==> config.mk <==
export PLATFORM = sky130hd
export DESIGN_NAME = salru_decode
export DESIGN_NICKNAME = d
export VERILOG_FILES = /design/src/hw/rtl/salru_pkg.sv /design/src/hw/rtl/salru_decode.sv
export SDC_FILE = /design/constraint.sdc
export NUM_CORES = 1
export LEC_CHECK = 0
export BUFFER_PORTS_ARGS = -buffer_cell sky130_fd_sc_hd__buf_2
export CORE_ASPECT_RATIO = 0.5
export CORE_MARGIN = 3
export CORE_UTILIZATION = 49
export DETAILED_ROUTE_END_ITERATION = 12
export PLACE_DENSITY = 0.76
export RECOVER_POWER = 25
export SETUP_SLACK_MARGIN = 0.1
export SKIP_LAST_GASP = 1
export SLEW_MARGIN = 20
export SYNTH_ARGS = -nofsm -noshare
export SYNTH_HDL_FRONTEND = slang
export SYNTH_SLANG_ARGS = --single-unit
==> constraint.sdc <==
create_clock -name clk -period 3.31 [get_ports clk]
set_clock_uncertainty 0.15 [all_clocks]
set_input_delay 0.662 -clock clk [delete_from_list [all_inputs] [get_ports clk]]
set_output_delay 0.662 -clock clk [all_outputs]
set_load 0.01 [all_outputs]
==> src/hw/rtl/salru_pkg.sv <==
`default_nettype none
package salru_pkg;

  localparam int ADDR_W       = 64;
  localparam int SET_BITS_W   = 3;
  localparam int BLOCK_BITS_W = 4;
  localparam int WAYS_W       = 4;
  localparam int SHAMT_W      = 5;
  localparam int FIELD_W      = (1 << SET_BITS_W) - 1;
  localparam int FIELD_DEPTH  = 1 << FIELD_W;
  localparam int CFG_IDX_W    = 2;
  localparam int CFG_DATA_W   = 32;
  localparam int COUNT_W      = 32;
  localparam int OUT_WAY_W    = 3;

  localparam int SET_COUNT_DEF = 64;
  localparam int NUM_WAYS_DEF  = 8;
  localparam int AGE_WIDTH_DEF = 16;

  typedef enum logic [CFG_IDX_W-1:0] {
    CFG_SET_BITS   = 2'd0,
    CFG_BLOCK_BITS = 2'd1,
    CFG_WAYS       = 2'd2
  } cfg_reg_t;

endpackage
`default_nettype wire

==> src/hw/rtl/salru_decode.sv <==
`default_nettype none
module salru_decode #(
  parameter int SET_COUNT = salru_pkg::SET_COUNT_DEF
) (
  input  logic                                             clk,
  input  logic [salru_pkg::ADDR_W-1:0]                     addr,
  input  logic [salru_pkg::SET_BITS_W-1:0]                 set_bits,
  input  logic [salru_pkg::BLOCK_BITS_W-1:0]               block_bits,
  output logic [(SET_COUNT > 1 ? $clog2(SET_COUNT) : 1)-1:0] set_idx,
  output logic [salru_pkg::ADDR_W-1:0]                     tag
);
  import salru_pkg::*;

  localparam int SET_W = (SET_COUNT > 1) ? $clog2(SET_COUNT) : 1;

  logic [FIELD_W:0]   one_hot;
  logic [FIELD_W-1:0] mask;
  logic [SHAMT_W-1:0] shamt;
  logic [ADDR_W-1:0]  shifted;
  logic [FIELD_W-1:0] field;
  logic [SET_W-1:0]   mod_tab [FIELD_DEPTH];

  assign one_hot = (FIELD_W + 1)'(1) << set_bits;
  assign mask    = FIELD_W'(one_hot - (FIELD_W + 1)'(1));
  assign shamt   = SHAMT_W'(set_bits) + SHAMT_W'(block_bits);
  assign shifted = addr >> block_bits;

  // set field modulo set count
  for (genvar gi = 0; gi < FIELD_DEPTH; gi++) begin : g_mod
    assign mod_tab[gi] = SET_W'(gi % SET_COUNT);
  end

  always_ff @(posedge clk) begin
    field   <= shifted[FIELD_W-1:0] & mask;
    tag     <= addr >> shamt;
    set_idx <= mod_tab[field];
  end

endmodule
`default_nettype wire

# Word-level counts from Yosys, hierarchy flattened
# Memories as Yosys holds them, arrays and structs flattened. A register that Yosys moved wholly into a read port is not among the register bits.
# Index checks and enable logic that the tools add are counted.
# word_totals
ff_bits	71
latch_bits	0
ramBits	0
rom_bits	768
inputBits	72
out_inout_bits	70
word_cells	10
n_memories	1
# mem_list
memory	depth	width	read_ports	rd_ports_with_merged_regs	wr	line	source
(name not given)	128	6	1	1	0	salru_decode.sv:36	set_idx <= mod_tab[field];
# op_classes
add_sub_neg	2
n_mul	0
div	0
magnitude_cmp	0
n_eq_ne	0
n_shift	3
muxes	0
bitwise	2
n_reduce_logical	0
# op_table
operator	n
$shr A64 B4 Y7	1
$shr A64 B5 Y64	1
$not A7 Y8	1
$and A7 B7 Y7	1
$shl A1 B3 Y7 const A	1
$sub A7 B1 Y7 const B	1
$add A3 B4 Y5	1

# Longest topological paths before layout
# Gate-level depths: netlist of run 1.
# logic_depth
word_depth	3
mapped_depth	12

# Worst setup path before layout of run 1
# OpenSTA, ideal clock, no wires.
# synth_path
path_kind	input to register
startpoint	in block_bits[1] (netlist bit)
endpoint	reg tag[5] (netlist bit)
t_arrival_ns	3.067
slack_ns	-0.044
path_stages	11
path_cell_list	buf_2 buf_2 inv_1 fa_1 buf_2 clkbuf_1 mux2_2 mux2i_1 mux2i_1 mux2i_1 o22ai_1
# synth_via
elab_chain_cells	2
# synth_rtl
element	line	source
from (decl)	salru_decode.sv:8	input logic [salru_pkg::BLOCK_BITS_W-1:0] block_bits,
$add A3 B4 Y5	salru_decode.sv:25	assign shamt = SHAMT_W'(set_bits) + SHAMT_W'(block_bits);
$shr A64 B5 Y64	salru_decode.sv:35	tag <= addr >> shamt;
to (signal assigned)	salru_decode.sv:35	
to (decl)	salru_decode.sv:10	output logic [salru_pkg::ADDR_W-1:0] tag
# Every way passes these cells.

# Worst setup path in the final report of run 1
# layout_path
startpoint	in set_bits[0] (netlist bit)
endpoint	reg tag[3] (netlist bit)
# layout_via
elab_chain_cells	2
# layout_rtl
element	line	source
from (decl)	salru_decode.sv:7	input logic [salru_pkg::SET_BITS_W-1:0] set_bits,
$add A3 B4 Y5	salru_decode.sv:25	
$shr A64 B5 Y64	salru_decode.sv:35	
# Every way passes these cells.

==> results of run 1 <==
==> per-stage QoR <==
stage                     TNS (ps)  instance area (sq um)  hold WS (ps)
final                            0                   7149         176.5
after global placement      -396.9                   6857         160.4
after global routing             0                   7149         184.0
after floorplan                  0                   5603         159.6
after CTS                        0                   7164         176.1
after detailed placement    -534.2                   6857         162.1
==> worst max-delay path: stages <==
cell and delay (ps):
buf_2 110, ha_2 200, inv_1 60, fa_2 610
buf_4 200, mux2_2 370, mux2i_1 210, mux2i_1 150
mux2i_1 500, o22ai_1 170
==> cell usage after synthesis (all sizes together), types with 2 or more instances <==
| cell type | number | area [sq um] |
|---|---|---|
| dfxtp | 76 | 1521 |
| nor2 | 24 | 90.09 |
| a221oi | 3 | 26.28 |
| o21a | 2 | 15.01 |
| ha | 3 | 37.54 |
| a211oi | 10 | 75.07 |
| nor2b | 5 | 31.28 |
| nand3 | 7 | 35.03 |
| o21ai | 16 | 80.07 |
| inv | 4 | 15.01 |
| nor3 | 5 | 25.02 |
| nand2 | 18 | 67.56 |
| xnor2 | 2 | 17.52 |
| o311a | 2 | 20.02 |
| and3 | 10 | 62.56 |
| buf | 30 | 155.1 |
| mux2 | 54 | 608.1 |
| clkbuf | 16 | 60.06 |
| a21oi | 4 | 20.02 |
| o22ai | 10 | 62.56 |
| mux2i | 192 | 1922 |
| xor2 | 2 | 17.52 |
| mux4 | 25 | 563.0 |
==> layout make-up <==
class,count,share of cell area
multi-input combinational,401,0.5499
sequential,76,0.2128
timing repair buffer,195,0.1677
clock buffer,9,0.03150
tap,140,0.02450
clock inverter,7,0.01155
inverter,4,0.002100
==> flip-flops by register name, indices dropped and copies added, names as in the netlist <==
register  count
tag          64
set_idx       6
field         6
==> final timing paths <==
check                             to  cells past startpoint              from
setup / recovery      tag[3]$_DFF_P_                     10       set_bits[0]
hold / removal    set_idx[0]$_DFF_P_                      0  field[0]$_DFF_P_
setup reg to reg  set_idx[1]$_DFF_P_                      0  field[1]$_DFF_P_
hold reg to reg   set_idx[0]$_DFF_P_                      0  field[0]$_DFF_P_
==> placed cells by master, fill, tap and decap left out, types with 2 or more instances in the layout <==
master / n
clkbuf_16: 9
and3_1: 10
ha_1: 2
nor3_1: 5
nand3_1: 7
nor2_1: 24
inv_1: 3
mux2i_2: 3
nand2_1: 18
a211oi_1: 10
buf_12: 10
o21ai_0: 14
mux4_2: 25
o22ai_1: 10
mux2i_1: 189
clkbuf_1: 30
mux2_2: 54
xor2_4: 2
a21oi_1: 4
buf_2: 111
nor2b_1: 5
a221oi_1: 3
o311a_1: 2
buf_4: 44
inv_8: 2
dfxtp_1: 76
inv_6: 2
==> kinds of logic (layout without fill, tap and decap cells) <==
| logic type | after synthesis | in the layout | synth area share |
|---|---|---|---|
| mux | 271 | 271 | 0.5525 |
| flops | 76 | 76 | 0.2718 |
| simple gates | 70 | 70 | 0.05677 |
| compound gates | 52 | 52 | 0.06124 |
| buf+inv | 50 | 215 | 0.04112 |
| fa+ha+maj | 4 | 4 | 0.01028 |
| xor+xnor | 4 | 4 | 0.006260 |
==> where the power goes <==
| group | leakage (uW) | internal, uW | switching [uW] |
|---|---|---|---|
| Clock | 0.000150 | 599 | 436 |
| Combinational | 0.00259 | 965 | 1180 |
| Sequential | 0.000638 | 1190 | 77.8 |
==> per-layer routing <==
| metal | part of all wire | routed length (um) | vias up | global-route usage |
|---|---|---|---|---|
| met5 | 0 | 0 | - | 0 |
| met4 | 0.020 | 334 | 0 | 0.07706 |
| met3 | 0.098 | 1672 | 28 | 0.08368 |
| met2 | 0.45 | 7585 | 268 | 0.4312 |
| met1 | 0.44 | 7417 | 2375 | 0.3483 |
| li1 | - | - | 2317 | - |
==> impl_metrics.sql, run 1 <==
INSERT INTO impl_metrics (metric_group, metric, value, unit) VALUES
('timing', 'timing_worst_slew_pin_value', '741.6', 'ps'),
('run', 'drv_cap', '0', ''),
('setup_path', 'worst_ep_required_time', '3360', 'ps'),
('clocking', 'clkSlewWorstSetupHoldPaths', '60', 'ps'),
('placed_design', 'gpl.final_weighted_congestion', '0.9793', ''),
('clocking', 'tritoncts', 'done', ''),
('die', 'rows', '26', ''),
('setup_path', 'endpoint_kind', 'flip-flop', ''),
('route', 'routed_wl', '17010', 'um'),
('route', 'drtIter0Drc', '459', ''),
('global_route', 'wire_length_of_the_first_global_routing_pass', '26410', 'um'),
('logic_synthesis', 'ys_seq_area_frac', '0.2718', ''),
('power', 'powerDensity', '622.2', 'nW/um^2'),
('layout', 'utilization', '0.6700', ''),
('logic_synthesis', 'synth_enable_flop_cells', '0', ''),
('clocking', 'later_pin_clock_latency_in_the_skew_report', '340', 'ps'),
('die', 'die_outline_width', '157.2', 'um'),
('logic_synthesis', 'synth.distinct_cells', '33', ''),
('placed_design', 'post-place-cells', '816', ''),
('layout', 'n_antenna_cell', '0', ''),
('logic_synthesis', 'synth_seq_cells', '76', ''),
('die', 'die_h', '81.58', 'um'),
('route', 'first_pass_iters', '5', ''),
('route', 'num_vias', '4988', ''),
('layout', 'sequential_cell_area', '1521', 'sq um'),
('logic_synthesis', 'yosysWarnings', '0', ''),
('die', 'num_io_pins', '142', ''),
('timing', 'post-route-worst-setup-slack', '117.8', 'ps'),
('layout', 'multi_input_area', '3931', 'sq um'),
('setup_path', 'critical_path_class', 'in2reg', ''),
('global_route', 'groute.usage.overall', '0.2669', ''),
('die', 'core_region_area', '10670', 'sq um'),
('layout', 'post_route_cells_drive_above_1_share', '0.3931', ''),
('clocking', 'cts_made_buffers', '9', ''),
('timing', 'layout_worst_path_cycle_share', '0.9644', ''),
('logic_synthesis', 'syn_area_per_cell', '10.62', 'sq um'),
('clocking', 'cts-root-buf', 'clkbuf_16', ''),
('route', 'antenna_left', '0', ''),
('placed_design', 'buffer_ports.inserted', '141', ''),
('die', 'initial_core_util', '0.5246', ''),
('timing', 'drv_slew', '0', ''),
('power', 'p_total', '4449', 'uW'),
('placed_design', 'detailed_place_hpwl', '12800', 'um'),
('clocking', 'tritoncts_num_sinks', '76', ''),
('placed_design', 'place_worst_setup_slack', '-111.0', 'ps'),
('global_route', 'grt_pass1_vias', '4924', ''),
('global_route', 'antenna_found_initial', '0', ''),
('power', 'vdd_ir_drop_max', '346.6', 'uV'),
('clocking', 'cts-hold-fix-buffers', '0', ''),
('timing', 'layout_min_cycle_time', '3192', 'ps'),
('layout', 'area_growth_syn_to_layout', '27.72', '%'),
('clocking', 'clk_path_buf_depth', '2', ''),
('worst_hold_path', 'min-delay-path-class', 'reg2reg', ''),
('setup_path', 'crit_path_start_kind', 'input port', ''),
('outcome', 'outcome', 'completed', ''),
('timing', 'final-hold-violation-count', '0', ''),
('timing', 'final-setup-viol-count', '0', ''),
('global_route', 'grt_overflow_total', '0', ''),
('layout', 'stdcell_count', '832', ''),
('global_route', 'grt_max_degree', '38', ''),
('clocking', 'cts.repair.resized', '0', ''),
('timing', 'achievable-frequency', '313.3', 'MHz'),
('timing', 'worst_slew_margin_rel', '0.5056', ''),
('route', 'remaining_drc_errors', '0', ''),
('power', 'total_leakage_power', '0.003379', 'uW'),
('logic_synthesis', 'syn-num-nets', '603', ''),
('clocking', 'cts_max_level', '3', ''),
('logic_synthesis', 'top_reg_cell_synth', 'dfxtp_1', ''),
('logic_synthesis', 'synth_async_reset_ratio', '0', ''),
('clocking', 'cts.repair_timing.setup_buffer_count', '0', ''),
('layout', 'filler_cell_count', '833', ''),
('timing', 'rsz0062_at_grt', 'no', ''),
('layout', 'nNetsFinal', '763', ''),
('route', 'viasPerCell', '5.995', ''),
('logic_synthesis', 'synthesized_netlist_cell_count', '527', ''),
('die', 'dieArea', '12820', 'sq um'),
('setup_path', 'r2r_setup_slack', '2760', 'ps'),
('route', 'post_drt_wl_per_cell', '20.44', 'um'),
('setup_path', 'critical_path.max_fanout', '9', ''),
('logic_synthesis', 'syn_area', '5598', 'sq um'),
('setup_path', 'arrival', '3240', 'ps');
(Power assumes the default switching activity.)
==> run 2, diff against run 1 <==
==> constraint.sdc (replaced) <==
create_clock -name clk -period 3.31 [get_ports clk]
set_clock_uncertainty 0.15 [all_clocks]
set_input_delay 0.1655 -clock clk [delete_from_list [all_inputs] [get_ports clk]]
set_output_delay 0.1655 -clock clk [all_outputs]
set_load 0.01 [all_outputs]
==> run 2 against run 1 <==
Net effect:
- via count is 1.3% lower
- sequential share of layout area is 0.68 points higher
- global-route usage is 0.22 points lower
- sequential power hardly changed
- critical path depth is 1 higher
- combinational power is 6% lower
- utilization is 2.1 points lower
- total power is 1.2% lower
- die area stayed put
- setup slack better by 59 ps
- largest power group unchanged
==> impl_metrics.sql, run 2 (synthesized netlist as in run 1, its figures left out) <==
INSERT INTO impl_metrics (metric_group, metric, value, unit) VALUES
('clocking', 'clkSlewWorstSetupHoldPaths', '70', 'ps'),
('global_route', 'antenna_found_initial', '0', ''),
('die', 'initial_core_util', '0.5246', ''),
('route', 'routed_wl', '17200', 'um'),
('route', 'drtIter0Drc', '507', ''),
('layout', 'area_growth_syn_to_layout', '23.74', '%'),
('placed_design', 'buffer_ports.inserted', '141', ''),
('layout', 'layout_common_cells', '185 x mux2i_1, 111 x buf_2, 76 x dfxtp_1, 54 x mux2_2, 31 x clkbuf_1', ''),
('global_route', 'top_usage_layer', 'met2', ''),
('layout', 'multi_input_area', '3935', 'sq um'),
('setup_path', 'crit_path_start_kind', 'input port', ''),
('global_route', 'gr-usage-met3', '0.04579', ''),
('setup_path', 'arrival', '3190', 'ps'),
('timing', 'drv_slew', '0', ''),
('placed_design', 'gpl.final_weighted_congestion', '0.9298', ''),
('layout', 'sequential_cell_area', '1521', 'sq um'),
('placed_design', 'post-place-cells', '776', ''),
('global_route', 'grt_max_degree', '71', ''),
('clocking', 'tritoncts_num_sinks', '76', ''),
('clocking', 'cts_max_level', '3', ''),
('timing', 'final-setup-viol-count', '0', ''),
('power', 'powerDensity', '634.6', 'nW/um^2'),
('placed_design', 'detailed_place_hpwl', '12430', 'um'),
('setup_path', 'critPathLaunch', 'set_bits[0]', ''),
('timing', 'worst_slew_margin_rel', '0.6181', ''),
('clocking', 'tritoncts', 'done', ''),
('global_route', 'groute.usage.overall', '0.2646', ''),
('timing', 'final-hold-violation-count', '0', ''),
('timing', 'rsz0062_at_grt', 'no', ''),
('layout', 'n_antenna_cell', '0', ''),
('timing', 'layout_min_cycle_time', '3133', 'ps'),
('die', 'num_io_pins', '142', ''),
('clocking', 'clk_path_buf_depth', '2', ''),
('power', 'total_leakage_power', '0.003212', 'uW'),
('die', 'die_h', '81.58', 'um'),
('timing', 'layout_worst_path_cycle_share', '0.9466', ''),
('setup_path', 'worst_ep_required_time', '3370', 'ps'),
('setup_path', 'critical_path_class', 'in2reg', ''),
('layout', 'largest_registers', 'tag (64), field (6), set_idx (6)', ''),
('timing', 'achievable-frequency', '319.2', 'MHz'),
('clocking', 'cts-root-buf', 'clkbuf_16', ''),
('route', 'antenna_left', '0', ''),
('worst_hold_path', 'holdPathStages', '3', ''),
('route', 'num_vias', '4921', ''),
('clocking', 'cts_made_buffers', '9', ''),
('worst_hold_path', 'holdCritStartpoint', 'block_bits[2]', ''),
('timing', 'timing_worst_slew_pin_value', '572.9', 'ps'),
('global_route', 'groute.layer.met1.usage', '0.3709', ''),
('layout', 'final_common_cell', 'mux2i_1', ''),
('placed_design', 'place_worst_setup_slack', '333.4', 'ps'),
('clocking', 'later_pin_clock_latency_in_the_skew_report', '340', 'ps'),
('layout', 'filler_cell_count', '867', ''),
('outcome', 'outcome', 'completed', ''),
('layout', 'stdcell_count', '799', ''),
('setup_path', 'worst_r2r_path_depth', '0', ''),
('global_route', 'globalRouteMet2Util', '0.4197', ''),
('setup_path', 'endpoint_kind', 'flip-flop', ''),
('die', 'dieArea', '12820', 'sq um'),
('run', 'drv_cap', '0', ''),
('layout', 'top_register_by_number_of_flip_flops', 'tag', ''),
('route', 'post_drt_wl_per_cell', '21.52', 'um'),
('layout', 'nNetsFinal', '730', ''),
('global_route', 'grt_pass1_vias', '4825', ''),
('global_route', 'grt_overflow_total', '0', ''),
('power', 'vdd_ir_drop_max', '329.7', 'uV'),
('route', 'remaining_drc_errors', '0', ''),
('die', 'core_region_area', '10670', 'sq um'),
('setup_path', 'critical_path.max_fanout', '35', ''),
('global_route', 'wire_length_of_the_first_global_routing_pass', '26200', 'um'),
('setup_path', 'crit-reg2reg-launch', 'field[5]$_DFF_P_', ''),
('route', 'first_pass_iters', '5', ''),
('die', 'rows', '26', ''),
('timing', 'setup_tns', '0', 'ps'),
('layout', 'post_route_cells_drive_above_1_share', '0.3596', ''),
('worst_hold_path', 'min-delay-path-class', 'in2reg', ''),
('die', 'die_outline_width', '157.2', 'um'),
('power', 'p_total', '4395', 'uW'),
('route', 'viasPerCell', '6.159', ''),
('timing', 'post-route-worst-setup-slack', '176.7', 'ps'),
('layout', 'largest_reg_flops', '64', '');
## run 2: changes by cell type in the layout (fill, tap and decap cells not counted), sizes merged
| cell | previous run | this run |
|---|---|---|
| clkinvlp | 1 | 0 |
| clkbuf | 39 | 41 |
| buf | 165 | 126 |
| clkinv | 1 | 2 |
| inv | 8 | 6 |
| bufinv | 1 | 2 |
| dlygate4sd3 | 0 | 5 |
## run 2: cell type report
type | count | share of cell area
Tap cell | 140 | 0.02529
Multi-Input combinational cell | 401 | 0.5681
Inverter | 4 | 0.002168
Timing Repair Buffer | 162 | 0.1380
Clock inverter | 6 | 0.01373
Clock buffer | 10 | 0.03306
Sequential cell | 76 | 0.2197
## run 2: routing by layer
layer / vias to the layer above / share of wire
li1: 2254 / -
met1: 2357 / 0.46
met2: 268 / 0.44
met3: 42 / 0.067
met4: 0 / 0.028
met5: - / 0
## run 2: repair_timing
item                                    4_1_cts  5_1_grt
hold endpoints to repair                      6        0
endpoints found under the setup margin        0       29
setup buffers                                 0        1
hold buffers                                  5        0
resized for setup                             0        7
## run 2: stage by stage
stage / hold WS [ps] / util / instance area (sq um)
after global placement: 161.1 / 0.6121 / 6531
final: 163.0 / 0.6492 / 6927
after detailed placement: 162.1 / 0.6121 / 6531
after global routing: 170.5 / 0.6492 / 6927
after floorplan: 125.7 / - / 5598
after CTS: 153.1 / 0.6472 / 6905
## run 2: final timing paths
path / end / slack (ps)
worst max-delay path: tag[5]$_DFF_P_ / 180
worst min-delay path: field[5]$_DFF_P_ / 160
worst max register to register: set_idx[5]$_DFF_P_ / 2750
worst min register to register: set_idx[1]$_DFF_P_ / 170
## run 2: power by group
| part | internal (uW) | switching (uW) | total [uW] |
|---|---|---|---|
| combinational | 859 | 1160 | 2020 |
| sequential | 1190 | 81.8 | 1270 |
| clock | 669 | 431 | 1100 |
## run 2: critical path, stage by stage
cell and delay, ps:
dlygate4sd3_1 520, buf_2 130, ha_2 200, inv_1 50, fa_2 600, clkbuf_16 270
mux2_2 370, mux2i_1 200, mux2i_1 140, mux2i_1 390, o22ai_1 150
==> run 3, diff against run 2 <==
- ABC_AREA: default -> 1
- CORE_UTILIZATION: 49 -> 50
==> run 3 against run 2 <==
Net effect:
- register-to-register slack barely moved
- setup slack improved by 290 ps
- global-route usage rose by 4.3 points
- clock power is 9.8% lower
- die area grew 5.8%
- critical path type unchanged
- maximum frequency rose by 10%
- cell area increased by 0.47%
- combinational power decreased by 11%
- cell count increased by 55%
- largest cell class unchanged
==> impl_metrics.sql, run 3 <==
INSERT INTO impl_metrics (metric_group, metric, value, unit) VALUES
('outcome', 'outcome', 'completed', ''),
('clocking', 'cts.repair.resized', '0', ''),
('logic_synthesis', 'syn-num-nets', '1055', ''),
('route', 'drtIter0Drc', '802', ''),
('clocking', 'clk_path_buf_depth', '2', ''),
('setup_path', 'rr_endpoint', 'set_idx[1]$_DFF_P_', ''),
('setup_path', 'crit_path_start_kind', 'input port', ''),
('power', 'powerDensity', '570.0', 'nW/um^2'),
('worst_hold_path', 'holdPathEnd', 'field[2]$_DFF_P_', ''),
('die', 'rows', '27', ''),
('setup_path', 'crit_path_max_incr_delay', '560', 'ps'),
('setup_path', 'worst_ep_required_time', '3400', 'ps'),
('route', 'post_drt_wl_per_cell', '16.94', 'um'),
('layout', 'layout_common_cells', '475 x nand3_1, 256 x nand2_1, 111 x buf_2, 76 x dfxtp_1, 39 x nand3_2', ''),
('route', 'viasPerCell', '6.080', ''),
('logic_synthesis', 'synth_async_reset_ratio', '0', ''),
('route', 'num_vias', '7533', ''),
('global_route', 'grt_max_degree', '65', ''),
('layout', 'filler_cell_count', '1196', ''),
('timing', 'final-setup-viol-count', '0', ''),
('logic_synthesis', 'synth_largest_type_area_fraction', '0.3922', ''),
('layout', 'final_common_cell', 'nand3_1', ''),
('layout', 'area_growth_syn_to_layout', '14.80', '%'),
('timing', 'layout_min_cycle_time', '2839', 'ps'),
('logic_synthesis', 'yosysWarnings', '0', ''),
('worst_hold_path', 'holdCritStartpoint', 'block_bits[3]', ''),
('setup_path', 'crit-reg2reg-launch', 'field[1]$_DFF_P_', ''),
('die', 'die_outline_width', '161.7', 'um'),
('die', 'num_io_pins', '142', ''),
('logic_synthesis', 'synthTopCellsByArea', 'nand3_1 39%, dfxtp_1 25%, nand2_1 16%, nand3_2 6.4%, buf_2 3.7%', ''),
('global_route', 'grt_overflow_total', '0', ''),
('clocking', 'tritoncts_num_sinks', '76', ''),
('placed_design', 'gpl.final_weighted_congestion', '0.9662', ''),
('timing', 'worst_slew_margin_rel', '0.3992', ''),
('power', 'total_leakage_power', '0.003361', 'uW'),
('die', 'dieArea', '13560', 'sq um'),
('route', 'routed_wl', '20990', 'um'),
('run', 'drv_cap', '0', ''),
('logic_synthesis', 'top_reg_cell_synth', 'dfxtp_1', ''),
('setup_path', 'critical_path.max_fanout', '24', ''),
('setup_path', 'r2r_setup_slack', '2760', 'ps'),
('layout', 'post_route_cells_drive_above_1_share', '0.1806', ''),
('logic_synthesis', 'ys_seq_area_frac', '0.2510', ''),
('global_route', 'groute.usage.overall', '0.3081', ''),
('die', 'initial_core_util', '0.5309', ''),
('logic_synthesis', 'most_common_cell_in_the_netlist', 'nand3_1', ''),
('layout', 'largest_reg_flops', '64', ''),
('layout', 'largest_registers', 'tag (64), field (6), set_idx (6)', ''),
('setup_path', 'critical-path-top-cell-by-count', 'nand3_1', ''),
('logic_synthesis', 'synth.distinct_cells', '29', ''),
('global_route', 'wire_length_of_the_first_global_routing_pass', '34460', 'um'),
('setup_path', 'crit_path_cell_trace', 'dlygate4sd3_1 > buf_2 > ha_2 > inv_1 > fa_2 > inv_2 > buf_4 > nand3_1 > nand3_1 > nand3_1 > nand3_1 > nand2_1', ''),
('route', 'remaining_drc_errors', '0', ''),
('setup_path', 'critical_path_class', 'in2reg', ''),
('layout', 'top_register_by_number_of_flip_flops', 'tag', ''),
('route', 'first_pass_iters', '7', ''),
('clocking', 'cts.repair_timing.setup_buffer_count', '0', ''),
('worst_hold_path', 'holdPathStages', '3', ''),
('power', 'vdd_ir_drop_max', '291.6', 'uV'),
('logic_synthesis', 'synthesized_netlist_cell_count', '979', ''),
('layout', 'sequential_cell_area', '1521', 'sq um'),
('logic_synthesis', 'synth_enable_flop_cells', '0', ''),
('timing', 'drv_slew', '0', ''),
('placed_design', 'buffer_ports.inserted', '141', ''),
('clocking', 'cts_made_buffers', '9', ''),
('layout', 'nNetsFinal', '1152', ''),
('logic_synthesis', 'syn_area', '6062', 'sq um'),
('layout', 'multi_input_area', '4009', 'sq um'),
('timing', 'rsz0062_at_grt', 'no', ''),
('setup_path', 'worst_r2r_path_depth', '0', ''),
('clocking', 'cts_max_level', '3', ''),
('clocking', 'later_pin_clock_latency_in_the_skew_report', '340', 'ps'),
('worst_hold_path', 'min-delay-path-class', 'in2reg', ''),
('timing', 'timing_worst_slew_pin_value', '901.2', 'ps'),
('global_route', 'grt_pass1_vias', '7014', ''),
('logic_synthesis', 'yosys.area.top_type', 'nand3_1', ''),
('die', 'die_h', '83.86', 'um'),
('layout', 'finish.instance_area', '6959', 'sq um'),
('placed_design', 'detailed_place_hpwl', '15220', 'um'),
('die', 'core_region_area', '11420', 'sq um'),
('clocking', 'tritoncts', 'done', ''),
('placed_design', 'dpl-instance-area', '6666', 'sq um'),
('timing', 'achievable-frequency', '352.2', 'MHz'),
('timing', 'setup_tns', '0', 'ps'),
('route', 'antenna_left', '0', ''),
('setup_path', 'arrival', '2930', 'ps'),
('logic_synthesis', 'syn_area_per_cell', '6.192', 'sq um'),
('layout', 'n_antenna_cell', '0', ''),
('global_route', 'antenna_found_initial', '0', ''),
('setup_path', 'endpoint_kind', 'flip-flop', ''),
('setup_path', 'timing.critical_path.slowest_stage_cell', 'fa_2', ''),
('logic_synthesis', 'synth_seq_cells', '76', ''),
('timing', 'layout_worst_path_cycle_share', '0.8578', ''),
('logic_synthesis', 'ys_top_cells_by_count', '475 x nand3_1, 256 x nand2_1, 76 x dfxtp_1', ''),
('clocking', 'clkSlewWorstSetupHoldPaths', '60', 'ps'),
('clocking', 'cts-root-buf', 'clkbuf_16', ''),
('timing', 'final-hold-violation-count', '0', '');
-- run 3: critical path: cells and delay by family --
kind	cells	cell delay [ps]
fa+ha+maj	2	750
simple gates	5	680
buf+inv	5	1330
-- run 3: worst max-delay path by stage --
stage                       start         endpoint  slack, ps  depth (start not counted)
floorplan           block_bits[1]   tag[5]$_DFF_P_       1080                         11
global placement      set_bits[0]  tag[15]$_DFF_P_        790                         11
detailed placement    set_bits[0]  tag[23]$_DFF_P_        740                         11
CTS                   set_bits[0]  tag[23]$_DFF_P_        540                         12
global route          set_bits[0]  tag[17]$_DFF_P_        310                         12
finish                set_bits[0]  tag[17]$_DFF_P_        470                         12
-- run 3: logic make-up after synthesis --
logic type,Yosys count,share of synthesized area
AND/OR/NAND/NOR,805,0.6433
buffers and inverters,87,0.08978
flip-flops,76,0.2510
AO/OA/AOI/OAI,7,0.006397
adder cells (fa/ha/maj),4,0.009495
-- run 3: area by class of cell --
class                   count  share of cell area
multi-input cells         816              0.5761
flip-flops and latches     76              0.2186
repair buffers            160              0.1269
clock buffers               9             0.03236
well taps                 159             0.02859
clock inverters             6            0.009349
inverters                  13            0.008091
-- run 3: what timing repair did --
action / in CTS / in global routing
endpoints found under the setup margin: 0 / 0
hold buffers: 4 / 0
endpoints found under the hold margin: 4 / 0
-- run 3: routing by layer --
metal / up-vias / GRT usage / share of wire
met3: 71 / 0.05699 / 0.091
met5: - / 0.007576 / 0
met1: 3411 / 0.4124 / 0.43
met4: 0 / 0.09907 / 0.031
li1: 3619 / - / -
met2: 432 / 0.5027 / 0.45
-- run 3: power breakdown --
part,total (uW),switching (uW),internal (uW)
sequential,1190,58.2,1130
clock,992,411,581
combinational,1790,1190,592
-- run 3: stage by stage --
step	power [uW]	util	setup slack (ps)	hold slack (ps)	instances
floorplan	2470	-	1079	141.1	979
global placement	2963	0.5838	794.1	160.7	1220
detailed placement	2980	0.5838	739.7	163.5	1220
CTS	3968	0.6128	542.8	8.406	1239
global route	4231	0.6095	308.6	26.28	1239
finish	3967	0.6095	470.6	15.74	1239
